--- config.mk ---
export PLATFORM = sky130hd
export DESIGN_NAME = lfu_slot_replacement_top
export DESIGN_NICKNAME = d
export VERILOG_FILES = /design/src/lfu_sr_pkg.sv /design/src/lfu_sr_ram.sv /design/src/lfu_slot_replacement_top.sv
export VERILOG_INCLUDE_DIRS = /design/src /design/src/src
export SDC_FILE = /design/constraint.sdc
export NUM_CORES = 2
export LEC_CHECK = 0
export CAP_MARGIN = 10
export CORE_MARGIN = 2
export CORE_UTILIZATION = 35
export DETAILED_ROUTE_END_ITERATION = 6
export DONT_BUFFER_PORTS = 1
export GPL_ROUTABILITY_DRIVEN = 0
export PLACE_DENSITY = 0.45
export SYNTH_ARGS = -nofsm -noshare
export SYNTH_HDL_FRONTEND = slang
export SYNTH_HIERARCHICAL = 1
export SYNTH_SLANG_ARGS = --single-unit
--- constraint.sdc ---
create_clock -name clk -period 13.6 [get_ports clk]
set_input_delay 1.36 -clock clk [delete_from_list [all_inputs] [get_ports clk]]
set_output_delay 1.36 -clock clk [all_outputs]
set_load 0.005 [all_outputs]
--- src/lfu_slot_replacement_top_defines.svh ---
// assertion macros shared by the lfu slot replacement rtl
`ifndef LFU_SLOT_REPLACEMENT_TOP_DEFINES_SVH
`define LFU_SLOT_REPLACEMENT_TOP_DEFINES_SVH

`ifndef ASSERT_OFF
// clocked check, switched off while reset is asserted
`define LFU_ASSERT(lbl, prop, msg) \
    lbl: assert property (@(posedge clk) disable iff (!rst_n) prop) else $error(msg);
// clocked check that also holds during reset
`define LFU_ASSERT_ALWAYS(lbl, prop, msg) \
    lbl: assert property (@(posedge clk) prop) else $error(msg);
`else
`define LFU_ASSERT(lbl, prop, msg)
`define LFU_ASSERT_ALWAYS(lbl, prop, msg)
`endif

`endif

--- src/lfu_sr_pkg.sv ---
// constants shared by the lfu slot replacement block
package lfu_sr_pkg;

    // fixed port widths
    localparam int CAND_W  = 8;
    localparam int EVID_W  = 8;
    localparam int SLOT_W  = 5;
    localparam int OCC_W   = 6;
    localparam int CFG_W   = 6;

    // insertion stamp width
    localparam int STAMP_BITS = 32;

    // slot limit after reset
    localparam logic [CFG_W-1:0] LIMIT_RESET = 6'd20;

endpackage

--- src/lfu_sr_ram.sv ---
// generic single write port ram with registered read
module lfu_sr_ram #(
    parameter int WIDTH = 56,
    parameter int DEPTH = 32
) (
    input  logic                                  clk,
    input  logic                                  we,
    input  logic [((DEPTH > 1) ? $clog2(DEPTH) : 1)-1:0] waddr,
    input  logic [WIDTH-1:0]                      wdata,
    input  logic [((DEPTH > 1) ? $clog2(DEPTH) : 1)-1:0] raddr,
    output logic [WIDTH-1:0]                      rdata
);

    logic [WIDTH-1:0] mem_reg [DEPTH];

    always_ff @(posedge clk)
    begin
        if (we)
        begin
            mem_reg[waddr] <= wdata;
        end
        rdata <= mem_reg[raddr];
    end

endmodule

--- src/lfu_slot_replacement_top.sv ---
// top level of the lfu slot replacement table
//
// least-frequently-used slot table, oldest insertion evicted on equal counts.
// a transaction is taken at a rising edge with start high and busy low. the
// block then walks every slot through the single read port of the entry ram,
// one slot per cycle, tracking the first id match, the lowest free slot and
// the least-count oldest victim. a write-back state then writes the updated
// or new entry back. the result shows for exactly one cycle with done high
// and must be taken then: there is no way to hold it off. busy stays high
// from the taken transaction through the slot walk and the write-back, so
// a new item is not taken before the last one is written back. valid bits
// sit in flip-flops cleared by reset, so no clearing pass is needed and the
// block is ready straight after reset. the slot limit register is written
// over the cfg channel, always ready, and should only change while the block
// is idle.
`include "lfu_slot_replacement_top_defines.svh"

module lfu_slot_replacement_top #(
    parameter int MAX_SLOTS  = 32,
    parameter int ID_BITS    = 8,
    parameter int COUNT_BITS = 16
) (
    input  logic                                clk,
    input  logic                                rst_n,
    // item command
    input  logic                                start,
    output logic                                busy,
    input  logic [lfu_sr_pkg::CAND_W-1:0]       candidate_id,
    // slot limit register
    input  logic                                cfg_valid,
    output logic                                cfg_ready,
    input  logic [lfu_sr_pkg::CFG_W-1:0]        cfg_data,
    // result
    output logic                                done,
    output logic                                hit,
    output logic                                evicted,
    output logic [lfu_sr_pkg::EVID_W-1:0]       evicted_id,
    output logic [lfu_sr_pkg::SLOT_W-1:0]       slot_used,
    output logic [lfu_sr_pkg::OCC_W-1:0]        occupancy
);

    localparam int SB = lfu_sr_pkg::STAMP_BITS;
    localparam int SW = (MAX_SLOTS > 1) ? $clog2(MAX_SLOTS) : 1;
    localparam int CW = $clog2(MAX_SLOTS + 1);
    localparam int EW = ID_BITS + COUNT_BITS + SB;
    localparam int LW = 8;

    localparam logic [COUNT_BITS-1:0] COUNT_MAX = '1;
    localparam logic [CW-1:0]         SCAN_END  = CW'(MAX_SLOTS);
    localparam logic [LW-1:0]         LIM_MAX   = LW'(MAX_SLOTS);

    // sequencer codes
    localparam logic [1:0] ST_IDLE  = 2'd0;
    localparam logic [1:0] ST_SCAN  = 2'd1;
    localparam logic [1:0] ST_WRITE = 2'd2;

    // control state
    logic [1:0]                 state_reg,   state_next;
    logic [CW-1:0]              cnt_reg,     cnt_next;
    logic [MAX_SLOTS-1:0]       valid_reg,   valid_next;
    logic [CW-1:0]              occ_reg,     occ_next;
    logic [SB-1:0]              clock_reg,   clock_next;
    logic [lfu_sr_pkg::CFG_W-1:0] limit_reg, limit_next;
    logic                       done_reg,    done_next;
    logic                       mfound_reg,  mfound_next;
    logic                       vfound_reg,  vfound_next;
    logic                       ffound_reg,  ffound_next;

    // payload, no reset
    logic [ID_BITS-1:0]         id_reg,      id_next;
    logic [SW-1:0]              midx_reg,    midx_next;
    logic [COUNT_BITS-1:0]      mcnt_reg,    mcnt_next;
    logic [SB-1:0]              mstamp_reg,  mstamp_next;
    logic [SW-1:0]              vidx_reg,    vidx_next;
    logic [COUNT_BITS-1:0]      vcnt_reg,    vcnt_next;
    logic [SB-1:0]              vstamp_reg,  vstamp_next;
    logic [ID_BITS-1:0]         vid_reg,     vid_next;
    logic [SW-1:0]              fidx_reg,    fidx_next;
    logic                       hit_reg,     hit_next;
    logic                       ev_reg,      ev_next;
    logic [ID_BITS-1:0]         evid_reg,    evid_next;
    logic [SW-1:0]              slot_reg,    slot_next;

    // ram port
    logic                       ram_we;
    logic [SW-1:0]              ram_waddr;
    logic [EW-1:0]              ram_wdata;
    logic [SW-1:0]              ram_raddr;
    logic [EW-1:0]              ram_rdata;

    // entry under evaluation
    logic                       eval_on;
    logic [SW-1:0]              eval_idx;
    logic                       eval_valid;
    logic [ID_BITS-1:0]         e_id;
    logic [COUNT_BITS-1:0]      e_cnt;
    logic [SB-1:0]              e_stamp;

    // write-back decisions
    logic [LW-1:0]              lim_raw;
    logic [LW-1:0]              lim;
    logic                       full;
    logic                       do_evict;
    logic [SW-1:0]              target;
    logic [COUNT_BITS-1:0]      cnt_inc;

    lfu_sr_ram #(
        .WIDTH (EW),
        .DEPTH (MAX_SLOTS)
    ) u_entry_ram (
        .clk   (clk),
        .we    (ram_we),
        .waddr (ram_waddr),
        .wdata (ram_wdata),
        .raddr (ram_raddr),
        .rdata (ram_rdata)
    );

    // slot walk: read address leads evaluation, which uses the registered ram output
    assign ram_raddr  = cnt_reg[SW-1:0];
    assign eval_on    = (state_reg == ST_SCAN) && (cnt_reg != '0);
    assign eval_idx   = SW'(cnt_reg - CW'(1));
    assign eval_valid = valid_reg[eval_idx];
    assign e_id       = ram_rdata[EW-1 -: ID_BITS];
    assign e_cnt      = ram_rdata[COUNT_BITS+SB-1 -: COUNT_BITS];
    assign e_stamp    = ram_rdata[SB-1:0];

    // slot limit clamped to 1..MAX_SLOTS
    assign lim_raw  = (limit_reg == '0) ? LW'(1) : LW'(limit_reg);
    assign lim      = (lim_raw > LIM_MAX) ? LIM_MAX : lim_raw;
    assign full     = (LW'(occ_reg) >= lim);

    assign do_evict = !mfound_reg && (full || !ffound_reg);
    assign target   = mfound_reg ? midx_reg : (do_evict ? vidx_reg : fidx_reg);
    assign cnt_inc  = (mcnt_reg == COUNT_MAX) ? mcnt_reg : mcnt_reg + COUNT_BITS'(1);

    assign ram_we    = (state_reg == ST_WRITE);
    assign ram_waddr = target;
    assign ram_wdata = mfound_reg ? {id_reg, cnt_inc, mstamp_reg}
                                  : {id_reg, COUNT_BITS'(1), clock_reg};

    always_comb
    begin
        state_next  = state_reg;
        cnt_next    = cnt_reg;
        valid_next  = valid_reg;
        occ_next    = occ_reg;
        clock_next  = clock_reg;
        limit_next  = limit_reg;
        done_next   = 1'b0;
        mfound_next = mfound_reg;
        vfound_next = vfound_reg;
        ffound_next = ffound_reg;
        id_next     = id_reg;
        midx_next   = midx_reg;
        mcnt_next   = mcnt_reg;
        mstamp_next = mstamp_reg;
        vidx_next   = vidx_reg;
        vcnt_next   = vcnt_reg;
        vstamp_next = vstamp_reg;
        vid_next    = vid_reg;
        fidx_next   = fidx_reg;
        hit_next    = hit_reg;
        ev_next     = ev_reg;
        evid_next   = evid_reg;
        slot_next   = slot_reg;

        if (cfg_valid)
        begin
            limit_next = cfg_data;
        end

        // fold in the entry read last cycle
        if (eval_on)
        begin
            if (eval_valid)
            begin
                if (!mfound_reg && (e_id == id_reg))
                begin
                    mfound_next = 1'b1;
                    midx_next   = eval_idx;
                    mcnt_next   = e_cnt;
                    mstamp_next = e_stamp;
                end
                if (!vfound_reg || (e_cnt < vcnt_reg) ||
                    ((e_cnt == vcnt_reg) && (e_stamp < vstamp_reg)))
                begin
                    vfound_next = 1'b1;
                    vidx_next   = eval_idx;
                    vcnt_next   = e_cnt;
                    vstamp_next = e_stamp;
                    vid_next    = e_id;
                end
            end
            else if (!ffound_reg)
            begin
                ffound_next = 1'b1;
                fidx_next   = eval_idx;
            end
        end

        case (state_reg)
            ST_IDLE:
            begin
                if (start)
                begin
                    state_next  = ST_SCAN;
                    cnt_next    = '0;
                    id_next     = ID_BITS'(candidate_id);
                    mfound_next = 1'b0;
                    vfound_next = 1'b0;
                    ffound_next = 1'b0;
                end
            end
            ST_SCAN:
            begin
                if (cnt_reg == SCAN_END)
                begin
                    state_next = ST_WRITE;
                end
                else
                begin
                    cnt_next = cnt_reg + CW'(1);
                end
            end
            ST_WRITE:
            begin
                state_next        = ST_IDLE;
                valid_next[target] = 1'b1;
                if (!mfound_reg && !do_evict)
                begin
                    occ_next = occ_reg + CW'(1);
                end
                clock_next = clock_reg + SB'(1);
                done_next  = 1'b1;
                hit_next   = mfound_reg;
                ev_next    = do_evict;
                evid_next  = do_evict ? vid_reg : '0;
                slot_next  = target;
            end
            default:
            begin
                state_next = ST_IDLE;
            end
        endcase
    end

    always_ff @(posedge clk or negedge rst_n)
    begin
        if (!rst_n)
        begin
            state_reg  <= ST_IDLE;
            cnt_reg    <= '0;
            valid_reg  <= '0;
            occ_reg    <= '0;
            clock_reg  <= '0;
            limit_reg  <= lfu_sr_pkg::LIMIT_RESET;
            done_reg   <= 1'b0;
            mfound_reg <= 1'b0;
            vfound_reg <= 1'b0;
            ffound_reg <= 1'b0;
        end
        else
        begin
            state_reg  <= state_next;
            cnt_reg    <= cnt_next;
            valid_reg  <= valid_next;
            occ_reg    <= occ_next;
            clock_reg  <= clock_next;
            limit_reg  <= limit_next;
            done_reg   <= done_next;
            mfound_reg <= mfound_next;
            vfound_reg <= vfound_next;
            ffound_reg <= ffound_next;
        end
    end

    always_ff @(posedge clk)
    begin
        id_reg     <= id_next;
        midx_reg   <= midx_next;
        mcnt_reg   <= mcnt_next;
        mstamp_reg <= mstamp_next;
        vidx_reg   <= vidx_next;
        vcnt_reg   <= vcnt_next;
        vstamp_reg <= vstamp_next;
        vid_reg    <= vid_next;
        fidx_reg   <= fidx_next;
        hit_reg    <= hit_next;
        ev_reg     <= ev_next;
        evid_reg   <= evid_next;
        slot_reg   <= slot_next;
    end

    // ports
    assign busy       = (state_reg != ST_IDLE);
    assign cfg_ready  = 1'b1;
    assign done       = done_reg;
    assign hit        = hit_reg;
    assign evicted    = ev_reg;
    assign evicted_id = lfu_sr_pkg::EVID_W'(evid_reg);
    assign slot_used  = lfu_sr_pkg::SLOT_W'(slot_reg);
    assign occupancy  = lfu_sr_pkg::OCC_W'(occ_reg);

    // checks
    `LFU_ASSERT(a_done_after_write, done_reg |-> $past(state_reg == ST_WRITE), "done without write-back")
    `LFU_ASSERT(a_occ_bound, occ_reg <= SCAN_END, "occupancy beyond table size")
    `LFU_ASSERT(a_hit_no_evict, done_reg |-> !(hit_reg && ev_reg), "hit and eviction together")
    `LFU_ASSERT(a_evict_keeps_occ, (done_reg && ev_reg) |-> (occ_reg == $past(occ_reg)), "eviction changed occupancy")
    `LFU_ASSERT(a_write_after_full_walk, (state_reg == ST_WRITE) |-> (cnt_reg == SCAN_END), "write-back before walk ended")

endmodule
==> impl_metrics.yaml <==
drt:
  detail_route.iter0.violations: 3366
  vias: 42100
  ant_nets: 0
  vias_per_cell: 5.22
  totalWireLength_um: 226000
  firstDrtPassIters: 7
  remaining_drc_errors: 0
  wl_per_cell_um: 28.0
sta:
  slew_headroom_pct: 15.4
  setup-tns-final_ns: 0
  timing_max_transition_violations_final: 0
  hold_violations: 0
  finalWorstPathRequiredPeriod_ns: 6.54
  rsz_0062_raised_after_global_routing: "false"
  timing_worst_slew_pin_value_ns: 1.26
  worst_clock_skew_ns: 0.0575
  fin_crit_sh_pct: 48.1
  setup_violations: 0
  achievable-frequency_mhz: 153
critical_path:
  worst-r2r-setup-slack_ns: 7.06
  timing.critical_path.arrival_ns: 7.02
  critical_path.reg2reg.endpoint: "u_entry_ram/mem_reg[9][39]"
  worst_setup_path_end_kind: "flip-flop"
  timing.reg2reg.worst_path_depth: 13
  reg2reg_from: "limit_reg[1]"
  ordered_cell_list_for_the_critical_path: "nor4_1 > nor2_1 > nor2_1 > ha_1 > nand2b_1 > a31oi_1 > o21a_1 > mux2i_1 > o21ai_0 > nand3b_1 > nor2_4 > buf_4 > buf_4"
  crit_path_start: "limit_reg[1]"
  crit_end: "u_entry_ram/mem_reg[9][39]"
  cpPeakStageDelay_ns: 0.89
  cp.required_ns: 14.09
  worst-path-max-fanout: 27
  cp_slowest_cell: "sky130_fd_sc_hd__nand3b_1"
  path_class: "reg -> reg"
  start_kind: "flip-flop"
die:
  placeable_core_region_sq_um: 232000
  die_height_um: 487
  core.rowCount: 177
  pin_count: 42
  die_w_um: 487
  die_area_sq_um: 237000
  initial_core_util_pct: 35.1
min_path:
  timing.hold.worst.class: "in -> async"
power_and_ir_drop:
  cell_leakage_power_nw: 32.6
  cellPowerDensity_nw_per_um2: 202
  report.power.total_mw: 18.6
  vdd_ir_drop_max_mv: 0.187
cells_and_area:
  syn2layout_area_growth_pct: 13.0
  most-common-layout-cells: "1934 x sky130_fd_sc_hd__edfxtp_1, 903 x sky130_fd_sc_hd__mux2i_1, 220 x sky130_fd_sc_hd__clkbuf_16"
  layout-drive-gt1-share_pct: 10.7
  final_net_count: 4896
  mostFrequentLayoutCell: "sky130_fd_sc_hd__edfxtp_1"
  flip_flop_count_of_the_largest_register_all_copies_and_words_added: 1792
  layout.cells.non_filler: 8059
clock_tree:
  cts.repair.resized: 0
  tritoncts: "done"
  max-clock-path-buffers: 3
  hold_buffers: 0
  worst_setup_hold_path_clk_slew_ns: 0.06
  cts_buffers: 219
  worst_skew_pair.late_latency_ns: 0.88
  h-tree-depth: 4
  cts_root_cell: "sky130_fd_sc_hd__clkbuf_16"
  cts.sink_count: 2078
  cts.repair_timing.setup_buffer_count: 0
logic_synthesis:
  post_synth_main_area_contributors: "sky130_fd_sc_hd__edfxtp_1 71%, sky130_fd_sc_hd__mux2i_1 11%, sky130_fd_sc_hd__dfrtp_1 2.6%"
  synth_largest_type_area_fraction_pct: 71.2
  post_synthesis_sequential_element_count: 2078
  ys_async_sr_fraction_pct: 4.23
  synth-seq-area-share_pct: 75.3
  synth_enable_flop_cells: 1934
  synth_top_cell_by_area: "sky130_fd_sc_hd__edfxtp_1"
  post_synth.cell_area_avg_sq_um: 17.2
  synthesis.instances: 4734
  yosysWarningCount: 6
  most_used_flip_flop_cell_after_synthesis: "sky130_fd_sc_hd__edfxtp_1"
  synthesized_nets: 4811
  synth_cell_type_count: 67
  netlist_area_sq_um: 81500
grt:
  global_route_wire_length_before_repair_um: 320000
  maximum_number_of_pins_on_one_net_before_global_route_repair: 119
  antenna_found_initial: 9
  globalRouteOverflowTotal: 0
  global_routing_usage_summed_across_all_routing_layers_pct: 18.9
  number_of_global_route_vias_before_repair: 42300
status:
  outcome: "finished clean"
job:
  drv_cap: 0
placement:
  port_buffers: 0
  dpl.hpwl_um: 128000
  place_inst: 7640
## report_power, final
part	total (mW)	internal, mW	switching [mW]
Combinational	5.07	1.65	3.41
Clock	5.84	3.34	2.50
Sequential	7.69	7.48	0.215
Total	18.6	12.5	6.13
## how the worst min path moves through the flow
stage,startpoint,to,slack (ns),depth (start not counted)
6_report,rst_n,state_reg[1],0.19,0
5_1_grt,rst_n,mfound_reg,0.13,0
4_1_cts,rst_n,limit_reg[5],0.11,0
3_5_place_dp,valid_reg[26],valid_reg[26],0.44,1
3_3_place_gp,valid_reg[29],valid_reg[29],0.43,1
2_1_floorplan,u_entry_ram/rdata[0],mstamp_reg[0],0.42,0
## cell usage after synthesis (5+ instances only)
master	n
sky130_fd_sc_hd__mux4_1	5
sky130_fd_sc_hd__nand2b_1	8
sky130_fd_sc_hd__nor3_1	70
sky130_fd_sc_hd__nand3b_1	5
sky130_fd_sc_hd__mux4_2	5
sky130_fd_sc_hd__edfxtp_1	1934
sky130_fd_sc_hd__xnor2_1	33
sky130_fd_sc_hd__dfxtp_1	56
sky130_fd_sc_hd__mux2_2	40
sky130_fd_sc_hd__and4_1	8
sky130_fd_sc_hd__buf_2	42
sky130_fd_sc_hd__ha_1	59
sky130_fd_sc_hd__mux2i_1	903
sky130_fd_sc_hd__inv_1	63
sky130_fd_sc_hd__buf_1	10
sky130_fd_sc_hd__nor2_1	75
sky130_fd_sc_hd__a22o_1	112
sky130_fd_sc_hd__a21oi_1	194
sky130_fd_sc_hd__nor4_1	8
sky130_fd_sc_hd__and3_1	13
sky130_fd_sc_hd__dfrtp_1	86
sky130_fd_sc_hd__buf_8	11
sky130_fd_sc_hd__a22oi_1	169
sky130_fd_sc_hd__buf_6	36
sky130_fd_sc_hd__nand2_1	218
sky130_fd_sc_hd__nor2b_1	9
sky130_fd_sc_hd__nand3_1	192
sky130_fd_sc_hd__a31oi_1	64
sky130_fd_sc_hd__nand4_1	27
sky130_fd_sc_hd__clkbuf_1	91
sky130_fd_sc_hd__buf_4	51
sky130_fd_sc_hd__xor2_1	27
sky130_fd_sc_hd__a21o_1	36
sky130_fd_sc_hd__o21ai_0	18
## per-layer routing
metal	up-vias	global-route usage (%)	wire, um
li1	18800	-	-
met1	22200	26.0	103000
met2	804	30.6	107000
met3	298	3.20	9390
met4	4	5.79	6350
met5	-	0	21
## logic make-up (layout without fill, tap and decap cells)
kind of cell / after synthesis / after routing / share of synthesized area [%]
buf+inv: 307 / 584 / 2.22
flops: 2078 / 2078 / 75.3
xor+xnor: 60 / 60 / 0.645
mux: 954 / 954 / 12.0
compound gates: 620 / 620 / 5.16
other cells: 1 / 6 / 0.00460
fa+ha+maj: 59 / 59 / 0.906
simple gates: 655 / 655 / 3.79
## through the flow
stage	cell area, sq um	setup slack [ns]	util (%)	hold WS, ns
floorplan	81500	7.49	-	0.417
global placement	85100	7.10	36.6	0.430
detailed placement	85100	7.07	36.6	0.437
CTS	92100	7.04	39.7	0.111
global route	92100	6.83	39.7	0.129
finish	92100	7.06	39.7	0.189
## critical path, delay by kind of cell, from the launching register on
| kind | cells | cell delay, ns |
|---|---|---|
| DFF | 1 | 0.40 |
| adders and majority gates | 1 | 0.24 |
| and+or+nand+nor | 6 | 2.40 |
| muxes | 1 | 0.13 |
| buffers and inverters | 2 | 1.10 |
| AOI/OAI and AO/OA | 3 | 1.74 |
## layout make-up
| class | count | area, sq um |
|---|---|---|
| timing repair buffer | 108 | 927 |
| fill | 21100 | 140000 |
| sequential | 2078 | 61400 |
| tap | 3043 | 3810 |
| clock inverter | 99 | 945 |
| multi-input combinational | 2349 | 18700 |
| inverter | 63 | 236 |
| clock buffer | 314 | 6110 |
| antenna | 5 | 12.5 |
(Power assumes the default switching activity.)
